**config.mk**
```make
export PLATFORM = sky130hd
export DESIGN_NAME = km_div
export DESIGN_NICKNAME = d
export VERILOG_FILES = /design/src/rtl/km_div.sv
export SDC_FILE = /design/constraint.sdc
export NUM_CORES = 1
export LEC_CHECK = 0
export BUFFER_PORTS_ARGS = -buffer_cell sky130_fd_sc_hd__buf_2
export CORE_MARGIN = 2
export CORE_UTILIZATION = 40
export CTS_CLUSTER_SIZE = 14
export DETAILED_ROUTE_END_ITERATION = 8
export GPL_TIMING_DRIVEN = 0
export RECOVER_POWER = 100
export SYNTH_ARGS = -nofsm -noshare
export SYNTH_HDL_FRONTEND = slang
export SYNTH_SLANG_ARGS = --single-unit
```
**constraint.sdc**
```tcl
create_clock -name clk -period 7.1 [get_ports clk]
set_clock_uncertainty 0.15 [all_clocks]
set_input_delay 1.775 -clock clk [delete_from_list [all_inputs] [get_ports clk]]
set_output_delay 1.775 -clock clk [all_outputs]
set_load 0.01 [all_outputs]
```
**src/rtl/km_div.sv**
```systemverilog
// Radix-2 restoring divider, one quotient bit per cycle.
// Used by the clustering engine for the point count and the centroid means.
module km_div #(
  parameter int DW = 48,
  parameter int VW = 11
) (
  input  logic          clk,
  input  logic          rst,
  input  logic          start,
  input  logic [DW-1:0] dividend,
  input  logic [VW-1:0] divisor,
  output logic          done,
  output logic [DW-1:0] quotient
);

  localparam int CW = $clog2(DW + 1);

  logic [VW:0]   rem;
  logic [VW-1:0] dvs;
  logic [DW-1:0] quo;
  logic [CW-1:0] cnt;
  logic          busy;
  logic [VW:0]   rem_sh;
  logic [VW:0]   rem_sub;
  logic          take;

  // One trial subtraction per cycle.
  always_comb begin
    rem_sh  = {rem[VW-1:0], quo[DW-1]};
    take    = rem_sh >= {1'b0, dvs};
    rem_sub = rem_sh - {1'b0, dvs};
  end

  // Iteration control; done pulses with the final quotient.
  always_ff @(posedge clk) begin
    if (rst) begin
      busy <= 1'b0;
      done <= 1'b0;
      cnt  <= '0;
    end else begin
      done <= 1'b0;
      if (start) begin
        quo  <= dividend;
        rem  <= '0;
        dvs  <= divisor;
        cnt  <= CW'(DW);
        busy <= 1'b1;
      end else if (busy) begin
        quo <= {quo[DW-2:0], take};
        rem <= take ? rem_sub : rem_sh;
        cnt <= cnt - 1'b1;
        if (cnt == CW'(1)) begin
          busy <= 1'b0;
          done <= 1'b1;
        end
      end
    end
  end

  assign quotient = quo;

endmodule

```
### After elaboration in Yosys (flattened, before gate mapping)

Index checks and enable logic that the tools add are counted.

| cells by class | value |
|---|---|
| muxes and demuxes | 10 |
| reduce and logical (&&, ||, !) cells | 5 |
| add/subtract/negate cells | 2 |
| bitwise operators | 2 |
| equal/unequal tests | 1 |
| order comparisons | 1 |

Operator list:

| cell | count |
|---|---|
| $mux 48 | 2 |
| $mux 11 | 2 |
| $ge 12x11->1 | 1 |
| $mux 6 | 2 |
| $sub 11x11->11 | 1 |
| $eq 6x1->1 const B | 1 |
| $sub 6x1->6 const B | 1 |
| $mux 1 | 4 |
| $reduce_and 2->1 | 2 |
| $reduce_or 3->1 | 1 |
| $not 1->1 | 2 |
| $reduce_bool 2->1 | 1 |
| $reduce_or 2->1 | 1 |

| storage, ports and cells | value |
|---|---|
| output and inout bits | 49 |
| flip-flop bits (word level) | 78 |

### Longest topological paths before layout

| logic depth | value |
|---|---|
| word-level depth | 4 |
| gate-level depth with buffers | 10 |
| mapped depth without buffers | 9 |

### Worst setup path before layout

No wires, ideal clock.

| timing | value |
|---|---|
| path type | input-to-reg |
| start | input port start |
| end | register quo[0] (netlist: quotient[0]), enable pin |
| slack | 1.512 ns |
| arrival time | 4.960 ns |
| stages on the path | 4 |
| setup time | 0.477 ns |
| path buffers | 2 |
| required time | 6.473 ns |
| cells stage by stage | clkbuf_1 clkbuf_1 nor2_1 nor2_1 |

| on the way | value |
|---|---|
| cells in the longest elaborated chain, start to end | 2 |

Ends and longest elaborated chain:

| item | line | RTL |
|---|---|---|
| start: declaration | 9 | `input logic start,` |
| $reduce_bool 2->1 (no source line) | -- |  |
| $reduce_and 2->1 (no source line) | -- |  |
| end signal: assignment | 43 | `quo <= dividend;` |
| end signal: assignment | 49 | `quo <= {quo[DW-2:0], take};` |
| end: declaration | 20 | `logic [DW-1:0] quo;` |

Every way passes these cells.
A chain may end at the register's enable or synchronous reset.

### Final worst setup path

| timing | value |
|---|---|
| start | input port start |
| end | register quo[25] (netlist: quotient[25]), enable pin |

The elaborated chain is that of the path after synthesis.

==> run metrics <==
run status=finished with violations; failing checks=capacitance limit, slew limit; WL met3=around 700 um; R2R depth=10; Least-Margin Pin Slew=approximately 2.5 ns; cts hold-fix bufs=0; WP data arrival=4.81 ns; clk_lat worst skew=0.35 ns; dominant synthesized flop cell=edfxtp_1; initial antenna violation count=0; Core Box Area=0.00920 mm^2; WP data required=6.99 ns; die height=101 um; Peak Freq=203 MHz; Slew headroom=-0.674; GPL Wtd Cong=0.854; Port Buffer Count=108; Mapped Nets=352; P&R area growth vs syn=21.7%; clock buffer depth=2; combinational share of power=0.194; Die Area=a little over 0.01 mm^2; synth warn=0; Commonest cells post-synth=edfxtp_1, mux2_1, inv_1; setup ws final=around 2.2 ns; final number of hold-violating endpoints=0; fin nets=~470; synthesized area=0.00378 mm^2; Worst Hold Class=flip-flop to flip-flop; # setup viols final=0; fin crit period=about 5 ns; Post-DRT Antenna Nets=0; first-pass GRT wire length=13300 um; register area share after synthesis=0.598; Post-CTS Setup Inserts=0; pin count of the biggest net entering global routing=35; I/O pin cnt=111; Synth Instances=276; FFs w/ async S/R, synth=0; max cap viols=1; Net Switching=roughly 0.31 mW; Syn Area/Cell=approximately 14 um^2; synth top area cells=edfxtp_1, mux2_1, ha_1, dfxtp_1, xnor2_1; CTS Buf Count=9; DRT Pass-1 Iters=4; Finished Cell Area=0.00460 mm^2; CTS tree=done; vias post-DR=2612; wire per inst=approximately 16 um; Vias/cell=~5.1; Place WS=2.80 ns; clock group share of total power=0.301; Row Count=35; # DRC=0; vias in the first global route=2629; Slew Viols, Final=27; Worst Path Class, Setup=input pin to flip-flop; Int Pwr=0.803 mW; initial DRC count=88; GRT overflow=0; share of the synthesized area in the top cell type=0.556; hold depth=2; layout cells sized above 1=0.217; Leak=1.76 nW; total track usage=0.169; root buf cell=clkbuf_8; clk sinks=78; fin crit share=0.693; placed cell areas=roughly 0.0045 mm^2; DR top layer=met4; synthesized flop and latch total=78; Seq pwr share=0.504; RSZ-0062 raised after global routing=no; worst hold margin=0.358 ns; count leader, synth=edfxtp_1; post-synth top area cell=edfxtp_1; met1 wire length=3470 um; sw frac=0.279; Max FO, Critical Path=34; number of antenna diodes=0; crit start category=input pin; initial core utilization=0.411; Crit. End Element=flip-flop; Worst-path clk slew=0.08 ns; P per Cell Area=242 mW/mm^2; Netlist cell types=44; met2 wire len=3940 um; EDFF count, synth=70; Die X=between 100 and 150 um; placed wire-length estimate=5990 um; CTS resizes=0; H-tree depth=3; Max IR drop VDD=0.121 mV; DRT Wirelength=8220 um
cells by family after synthesis:
group           after synthesis  share of synthesized area
flops                        78                      0.598
simple gates                 51                     0.0725
compound gates               48                     0.0857
mux                          47                      0.140
buf+inv                      27                     0.0298
fa+ha+maj                    14                     0.0483
xor+xnor                     11                     0.0255
per-stage QoR:
stage / power (mW) / std cells / util / TNS [ns]
after global placement: 0.794 / 495 / 0.485 / -4.87
after global routing: 1.17 / 512 / 0.500 / 0
after floorplan: 0.725 / 276 / - / 0
after CTS: 1.14 / 512 / 0.510 / 0
final: 1.11 / 512 / 0.500 / 0
after detailed placement: 0.796 / 496 / 0.488 / 0
final cells by class:
class                   instances  area [um^2]
inverters                      17         63.8
fillers                       881         4600
multi-input cells             171         1400
clock buffers                  10          128
flip-flops and latches         78         2260
repair buffers                109          499
clock inverters                 6         70.1
well taps                     111          139
plain buffers                  10         41.3
worst max-delay path, cell delays in order:
cell	delay, ns
clkbuf_1	0.37
clkbuf_1	0.43
nor2_1	0.08
nor2_1	1.84
buf_12	0.29
flip-flops by register name (all words and copies together) (netlist names):
register  flops
dvs          11
rem          11
quotient     48
busy          1
cnt           6
done          1
routing by layer:
| layer | global-route usage | vias to the layer above |
|---|---|---|
| met1 | 0.208 | 1239 |
| met5 | 0 | - |
| met2 | 0.272 | 91 |
| li1 | - | 1273 |
| met3 | 0.0752 | 9 |
| met4 | 0.0468 | 0 |
power by group through the flow:
stage	sequential [mW]	combinational [mW]	clock [mW]
CTS	0.562	0.226	0.348
finish	0.562	0.217	0.336
global placement	0.573	0.220	0
global route	0.567	0.240	0.362
detailed placement	0.572	0.225	0
floorplan	0.579	0.146	0
cell usage in the layout, fill, tap and decap left out, drive strengths merged, types with 9 or more instances in the layout:
cell | Yosys | final
o21ai | 11 | 11
clkbuf | 8 | 68
a21oi | 16 | 16
nor2 | 12 | 12
mux2 | 47 | 47
edfxtp | 70 | 70
nand2 | 13 | 13
buf | 2 | 61
ha | 13 | 13
inv | 17 | 18
xnor2 | 9 | 9
path summary, 6_finish.rpt:
check / to / startpoint / slack, ns
min: cnt[1] / cnt[1] / 0.36
max: quotient[25] / start / 2.18
max reg2reg: rem[10] / quotient[47] / 3.94
min reg2reg: cnt[1] / cnt[1] / 0.36
No activity file was read; power rests on OpenSTA's default activity.
